===== src/rtl/hsl2rgb_pkg.sv =====
// Shared constants, types and stage-load struct for the HSL to RGB converter.
// Depends on nothing; imported by hsl2rgb_channel and hsl_to_rgb_converter.
`default_nettype none

package hsl2rgb_pkg;

    localparam int FRAC_BITS = 12;
    localparam int DATA_W    = FRAC_BITS + 1;           // 0..ONE plus out-of-range inputs
    localparam int ONE       = 1 << FRAC_BITS;
    localparam int HALF      = ONE / 2;
    localparam int THIRD     = ONE / 3;
    localparam int HUE_W     = DATA_W + 2;              // signed, offset hue before wrap
    localparam int SIX_W     = FRAC_BITS + 4;           // 6x after wrap
    localparam int V_W       = FRAC_BITS + 6;           // signed hi, lo, hi - lo
    localparam int MUL_W     = 2 * DATA_W;              // l * s
    localparam int MF_W      = MUL_W - FRAC_BITS;       // (l * s) >> FRAC_BITS
    localparam int PROD_W    = V_W + DATA_W + 1;        // signed ramp product
    localparam int SUM_W     = V_W + 2;                 // signed ramp sum before clamp

    typedef enum logic [1:0] {
        SEG_RISE,
        SEG_HIGH,
        SEG_FALL,
        SEG_LOW
    } t_seg;

    typedef struct packed {
        logic ld1;
        logic ld2;
        logic ld3;
        logic ld4;
    } t_stage_ld;

endpackage

`default_nettype wire


===== src/rtl/hsl2rgb_channel.sv =====
// One colour channel: hue wrap and ramp segment, ramp multiply, sum and clamp.
// Four register stages, loaded by the stage strobes from the top level; uses hsl2rgb_pkg.
`default_nettype none

module hsl2rgb_channel
    import hsl2rgb_pkg::*;
(
    input  wire logic                     i_clk,
    input  wire t_stage_ld                i_ld,
    input  wire logic signed [HUE_W-1:0]  i_hue,
    input  wire logic signed [V_W-1:0]    i_hi,
    input  wire logic signed [V_W-1:0]    i_lo,
    input  wire logic signed [V_W-1:0]    i_diff,
    output logic             [DATA_W-1:0] o_value
);

    logic signed [HUE_W-1:0]  hue_w;
    logic        [DATA_W-1:0] hue_u;
    logic        [SIX_W-1:0]  hue6;
    t_seg                     n_seg;
    logic        [DATA_W-1:0] n_fac;

    t_seg                     r1_seg;
    logic        [DATA_W-1:0] r1_fac;
    t_seg                     r2_seg;
    logic        [DATA_W-1:0] r2_fac;
    t_seg                     r3_seg;
    logic signed [PROD_W-1:0] r3_prod;
    logic signed [V_W-1:0]    r3_hi;
    logic signed [V_W-1:0]    r3_lo;

    logic signed [PROD_W-1:0] n_prod;
    logic signed [PROD_W-1:0] prod_sh;
    logic signed [SUM_W-1:0]  ramp_sum;
    logic signed [SUM_W-1:0]  pick;
    logic        [DATA_W-1:0] n_value;
    logic        [DATA_W-1:0] r_value;

    // stage 1: wrap once, find segment and ramp factor
    always_comb begin
        hue_w = i_hue;
        if (i_hue < 0) begin
            hue_w = i_hue + HUE_W'(ONE);
        end else if (i_hue > HUE_W'(ONE)) begin
            hue_w = i_hue - HUE_W'(ONE);
        end
        hue_u = hue_w[DATA_W-1:0];
        hue6  = (SIX_W'(hue_u) << 2) + (SIX_W'(hue_u) << 1);
        priority if (hue6 < SIX_W'(ONE)) begin
            n_seg = SEG_RISE;
            n_fac = hue6[DATA_W-1:0];
        end else if (SIX_W'(hue_u) < SIX_W'(HALF)) begin
            n_seg = SEG_HIGH;
            n_fac = '0;
        end else if (hue6 < SIX_W'(4 * ONE)) begin
            n_seg = SEG_FALL;
            n_fac = DATA_W'(SIX_W'(4 * ONE) - hue6);
        end else begin
            n_seg = SEG_LOW;
            n_fac = '0;
        end
    end

    // stage 3: (hi - lo) * factor
    assign n_prod = PROD_W'(i_diff) * PROD_W'($signed({1'b0, r2_fac}));

    // stage 4: floor shift, add lo, choose by segment, clamp
    always_comb begin
        prod_sh  = r3_prod >>> FRAC_BITS;
        ramp_sum = SUM_W'(prod_sh) + SUM_W'(r3_lo);
        unique case (r3_seg)
            SEG_RISE: pick = ramp_sum;
            SEG_FALL: pick = ramp_sum;
            SEG_HIGH: pick = SUM_W'(r3_hi);
            SEG_LOW:  pick = SUM_W'(r3_lo);
            default:  pick = SUM_W'(r3_lo);
        endcase
        if (pick < 0) begin
            n_value = '0;
        end else if (pick > SUM_W'(ONE)) begin
            n_value = DATA_W'(ONE);
        end else begin
            n_value = pick[DATA_W-1:0];
        end
    end

    always_ff @(posedge i_clk) begin
        if (i_ld.ld1) begin
            r1_seg <= n_seg;
            r1_fac <= n_fac;
        end
        if (i_ld.ld2) begin
            r2_seg <= r1_seg;
            r2_fac <= r1_fac;
        end
        if (i_ld.ld3) begin
            r3_seg  <= r2_seg;
            r3_prod <= n_prod;
            r3_hi   <= i_hi;
            r3_lo   <= i_lo;
        end
        if (i_ld.ld4) begin
            r_value <= n_value;
        end
    end

    assign o_value = r_value;

endmodule

`default_nettype wire


===== src/rtl/hsl_to_rgb_converter.sv =====
// HSL to RGB converter top level: handshake, helper values hi and lo, three channels.
// Depends on hsl2rgb_pkg and hsl2rgb_channel.
//
//   channel  direction  handshake           word
//   in       sink       i_valid / o_stall   i_hue, i_saturation, i_lightness
//   out      source     o_valid / i_stall   o_red, o_green, o_blue
//
// Four register stages: l*s multiply, hi/lo, ramp multiply, sum and clamp.
// One word per cycle while the output is not stalled; an accepted word moves through
// stages 1 to 4 in order, and o_valid shows it once it is held in stage 4.
// Synchronous active-low reset clears the stage valid bits only.
// Each stage holds while its successor is full and stalled; empty stages fill,
// so bubbles close up behind a stalled output.
`default_nettype none

module hsl_to_rgb_converter
    import hsl2rgb_pkg::*;
(
    input  wire logic              i_clk,
    input  wire logic              i_rst_n,
    input  wire logic              i_valid,
    output logic                   o_stall,
    input  wire logic [DATA_W-1:0] i_hue,
    input  wire logic [DATA_W-1:0] i_saturation,
    input  wire logic [DATA_W-1:0] i_lightness,
    output logic                   o_valid,
    input  wire logic              i_stall,
    output logic      [DATA_W-1:0] o_red,
    output logic      [DATA_W-1:0] o_green,
    output logic      [DATA_W-1:0] o_blue
);

    logic r1_v;
    logic r2_v;
    logic r3_v;
    logic r4_v;
    t_stage_ld ld;

    logic        [MUL_W-1:0]  n_mul;
    logic        [MF_W-1:0]   r1_mf;
    logic        [DATA_W-1:0] r1_l;
    logic        [DATA_W-1:0] r1_s;

    logic signed [V_W-1:0]    l_v;
    logic signed [V_W-1:0]    s_v;
    logic signed [V_W-1:0]    mf_v;
    logic signed [V_W-1:0]    n_hi;
    logic signed [V_W-1:0]    n_lo;
    logic signed [V_W-1:0]    n_diff;
    logic signed [V_W-1:0]    r2_hi;
    logic signed [V_W-1:0]    r2_lo;
    logic signed [V_W-1:0]    r2_diff;

    logic signed [HUE_W-1:0]  hue_g;
    logic signed [HUE_W-1:0]  hue_r;
    logic signed [HUE_W-1:0]  hue_b;

    always_comb begin
        ld.ld4  = !r4_v || !i_stall;
        ld.ld3  = !r3_v || ld.ld4;
        ld.ld2  = !r2_v || ld.ld3;
        ld.ld1  = !r1_v || ld.ld2;
    end

    assign o_stall = !ld.ld1;
    assign o_valid = r4_v;

    always_ff @(posedge i_clk) begin
        if (!i_rst_n) begin
            r1_v <= 1'b0;
            r2_v <= 1'b0;
            r3_v <= 1'b0;
            r4_v <= 1'b0;
        end else begin
            if (ld.ld1) r1_v <= i_valid;
            if (ld.ld2) r2_v <= r1_v;
            if (ld.ld3) r3_v <= r2_v;
            if (ld.ld4) r4_v <= r3_v;
        end
    end

    // stage 1: l * s; l * (ONE + s) >> F equals l + (l * s >> F)
    assign n_mul = MUL_W'(i_lightness) * MUL_W'(i_saturation);

    // stage 2: hi, lo and hi - lo
    always_comb begin
        l_v    = $signed(V_W'(r1_l));
        s_v    = $signed(V_W'(r1_s));
        mf_v   = $signed(V_W'(r1_mf));
        if (r1_l < DATA_W'(HALF)) begin
            n_hi = l_v + mf_v;
        end else begin
            n_hi = l_v + s_v - mf_v;
        end
        n_lo   = (l_v <<< 1) - n_hi;
        n_diff = (n_hi - l_v) <<< 1;
    end

    always_ff @(posedge i_clk) begin
        if (ld.ld1) begin
            r1_mf <= n_mul[MUL_W-1:FRAC_BITS];
            r1_l  <= i_lightness;
            r1_s  <= i_saturation;
        end
        if (ld.ld2) begin
            r2_hi   <= n_hi;
            r2_lo   <= n_lo;
            r2_diff <= n_diff;
        end
    end

    assign hue_g = $signed(HUE_W'(i_hue));
    assign hue_r = hue_g + HUE_W'(THIRD);
    assign hue_b = hue_g - HUE_W'(THIRD);

    hsl2rgb_channel u_red (
        .i_clk   (i_clk),
        .i_ld    (ld),
        .i_hue   (hue_r),
        .i_hi    (r2_hi),
        .i_lo    (r2_lo),
        .i_diff  (r2_diff),
        .o_value (o_red)
    );

    hsl2rgb_channel u_green (
        .i_clk   (i_clk),
        .i_ld    (ld),
        .i_hue   (hue_g),
        .i_hi    (r2_hi),
        .i_lo    (r2_lo),
        .i_diff  (r2_diff),
        .o_value (o_green)
    );

    hsl2rgb_channel u_blue (
        .i_clk   (i_clk),
        .i_ld    (ld),
        .i_hue   (hue_b),
        .i_hi    (r2_hi),
        .i_lo    (r2_lo),
        .i_diff  (r2_diff),
        .o_value (o_blue)
    );

endmodule

`default_nettype wire

===== config.mk =====
export PLATFORM = sky130hd
export DESIGN_NAME = hsl_to_rgb_converter
export DESIGN_NICKNAME = d
export VERILOG_FILES = /design/src/rtl/hsl2rgb_pkg.sv /design/src/rtl/hsl2rgb_channel.sv /design/src/rtl/hsl_to_rgb_converter.sv
export SDC_FILE = /design/constraint.sdc
export NUM_CORES = 2
export LEC_CHECK = 0
export ABC_AREA = 1
export BUFFER_PORTS_ARGS = -buffer_cell sky130_fd_sc_hd__clkbuf_2
export CAP_MARGIN = 40
export CORE_MARGIN = 3
export CORE_UTILIZATION = 60
export CTS_CLUSTER_DIAMETER = 30
export DETAILED_ROUTE_END_ITERATION = 8
export PLACE_DENSITY = 0.83
export SKIP_LAST_GASP = 1
export SLEW_MARGIN = 10
export SYNTH_ARGS = -nofsm -noshare
export SYNTH_HDL_FRONTEND = slang
export SYNTH_SLANG_ARGS = --single-unit

===== constraint.sdc =====
create_clock -name i_clk -period 8.95 [get_ports i_clk]
set_input_delay 1.3425 -clock i_clk [delete_from_list [all_inputs] [get_ports i_clk]]
set_output_delay 1.3425 -clock i_clk [all_outputs]
set_load 0.05 [all_outputs]

==> impl_metrics.csv <==
group,metric,value,unit
logic_synthesis,synth_area_per_cell,8.017,sq um
run_status,status,"completed",
finish,fin_nets,7693,
logic_synthesis,syn_area,51480,sq um
clock_tree,h-tree-depth,3,
logic_synthesis,ys_warn_count,0,
die,dieArea,89350,sq um
grt,grt_max_degree,63,
place,dp.cells,7478,
detailed_routing,post_drt_wl_per_cell,17.63,um
timing,fin_skew,0.02699,ns
clock_tree,cts.repair.resized,0,
clock_tree,clock_latency,0.62,ns
finish,seq_area,9449,sq um
detailed_routing,first_iter_violations,3268,
grt,antenna_found_initial,5,
finish,drive_gt1_share,5.275,%
finish,multi_input_area,35160,sq um
clock_tree,clk_path_buf_depth,3,
finish,instances_no_fill,7600,
timing,setup_viol,0,
timing,fin_setup_tns,0,ns
die,num_io_pins,84,
finish,fillers,6874,
finish,syn_to_final_growth,6.954,%
clock_tree,cts_hold_buf,0,
die,die_x,298.9,um
clock_tree,post-cts-setup-buffers,0,
place,io_buffers,83,
logic_synthesis,syn-num-nets,7699,
worst_setup_path,critPathKind,"flop to flop",
logic_synthesis,synthDistinctLibCells,67,
logic_synthesis,async_reset_ff_share,0,%
place,place.gp.congestion,0.9604,
die,core_area,84350,sq um
timing,worstMarginPinSlew,0.9108,ns
timing,fin_crit_sh,70.07,%
worst_setup_path,cp-end-kind,"flop",
logic_synthesis,ys.flop_type,"edfxtp_1",
worst_setup_path,critPathMaxFanout,17,
job,drv_cap,0,
detailed_routing,wl,134000,um
worst_setup_path,cp.arrival,6.63,ns
detailed_routing,first_pass_iters,8,
worst_setup_path,crit_required,9.31,ns
detailed_routing,antenna_left,0,
grt,grt_first_pass_wirelength,220000,um
grt,grt_use_total,30.66,%
logic_synthesis,synth_edf_count,312,
timing,fin_crit,6.271,ns
grt,grt_pass1_vias,43500,
timing,hold_viol,0,
min_path,hold_path.class,"flop to flop",
place,dp_hpwl,106400,um
die,initial_core_util,61.03,%
timing,drv_slew,0,
die,fp.dieH,298.9,um
die,rows,106,
clock_tree,clkSlewWorstSetupHoldPaths,0.05,ns
clock_tree,tritoncts,"done",
detailed_routing,num_vias,41810,
clock_tree,cts-root-buf,"clkbuf_16",
worst_setup_path,critPathLaunchType,"flop",
grt,grt.overflow.total,0,
clock_tree,cts_buffers,68,
timing,fmax,159.5,MHz
detailed_routing,via_per_inst,5.502,
timing,grt_setup_unrepaired,"no",
logic_synthesis,ys_seq_elements,316,
timing,max_slew_margin,39.28,%
logic_synthesis,yosysSeqAreaShare,18.36,%
detailed_routing,drc_errors,0,
clock_tree,cts_num_sinks,316,
logic_synthesis,syn_inst,6421,
-- cell usage after synthesis (all sizes together), types with 31 or more instances --
| library cell | number | share of area [%] |
|---|---|---|
| inv | 1627 | 12 |
| nand2 | 1616 | 12 |
| fa | 703 | 27 |
| ha | 532 | 13 |
| edfxtp | 312 | 18 |
| nor2 | 311 | 2.4 |
| a21oi | 274 | 2.8 |
| nand3 | 249 | 2.6 |
| clkbuf | 163 | 1.2 |
| o21ai | 153 | 1.5 |
| xor2 | 123 | 2.2 |
| nor3 | 45 | 0.48 |
| xnor2 | 45 | 0.77 |
| nand4 | 42 | 0.54 |
| o22ai | 32 | 0.39 |
| nand3b | 31 | 0.48 |
-- worst max-delay path: stages (launching register included) --
cell,delay [ns]
edfxtp_1,0.85
nand2_1,0.21
fa_1,0.54
fa_1,0.63
inv_1,0.23
fa_1,0.64
inv_1,0.08
fa_1,0.46
fa_1,0.52
inv_1,0.05
ha_1,0.31
ha_1,0.37
nand2_1,0.09
nor2_1,0.04
inv_1,0.07
nor2_1,0.04
inv_1,0.07
a21oi_1,0.05
a2111oi_0,0.50
nand2_1,0.12
nand2_1,0.08
nand2_1,0.05
-- per-layer routing --
layer | GRT usage, % | vias up | wire (um)
met5 | 0 | - | 41
met4 | 14.07 | 8 | 6870
met3 | 4.577 | 452 | 10760
met2 | 51.16 | 1788 | 62930
met1 | 39.60 | 20080 | 53410
li1 | - | 19480 | -
-- through the flow --
stage,util (%),cell area (sq um),hold WS [ns],setup WS [ns]
floorplan,-,51480,0.4003,0.4066
global placement,62.48,52700,0.4004,2.624
detailed placement,62.63,52830,0.4045,2.539
CTS,65.24,55030,0.4039,2.781
global route,65.27,55050,0.4126,2.374
finish,65.27,55060,0.4012,2.679
-- registers in the layout (all words and copies together) (netlist names), 15 cells and up --
signal           flops
r2_lo               17
u_green.r3_prod     20
u_green.r3_hi       15
u_red.r3_prod       20
r2_diff             17
u_green.r3_lo       18
u_blue.r3_prod      20
r2_hi               16
-- path summary, 6_finish.rpt --
path	cells after the start	end	slack, ns	startpoint
setup / recovery	21	u_red.r3_prod[31]$_DFFE_PP_	2.68	u_red.r2_fac[3]$_DFFE_PP_
hold / removal	0	u_green.r2_fac[1]$_DFFE_PP_	0.40	u_green.r1_fac[1]$_DFFE_PN_
setup reg to reg	21	u_red.r3_prod[31]$_DFFE_PP_	2.68	u_red.r2_fac[3]$_DFFE_PP_
hold reg to reg	0	u_green.r2_fac[1]$_DFFE_PP_	0.40	u_green.r1_fac[1]$_DFFE_PN_
-- cells by family (layout without fill, tap and decap cells) --
| logic type | Yosys count | count (layout) | synth area share (%) |
|---|---|---|---|
| compound gates | 563 | 563 | 6.249 |
| xor+xnor | 168 | 168 | 2.939 |
| fa+ha+maj | 1235 | 1235 | 40.27 |
| flops | 316 | 316 | 18.36 |
| buf+inv | 1813 | 1856 | 13.35 |
| other cells | 0 | 2 | 0 |
| simple gates | 2326 | 2326 | 18.83 |
-- cells in the final DEF, fill, tap and decap left out, types with 69 or more instances in the layout --
cell type	instances
a21oi_1	263
fa_1	703
edfxtp_1	312
o21ai_0	128
nor2_1	284
inv_1	1608
nand3_1	232
xor2_1	119
clkbuf_16	69
clkbuf_2	83
nand2_1	1595
ha_1	532
-- cell type report --
class                   instances  area share (%)
multi-input cells            4292           63.86
clock buffers                  74           3.132
well taps                    1134           2.577
inverters                    1627           11.10
repair buffers                110           1.295
clock inverters                45          0.8658
diodes                          2        0.009090
flip-flops and latches        316           17.16
Power is not shown: default switching activity piles up to over one toggle a cycle in this logic, so the estimate is an artifact.
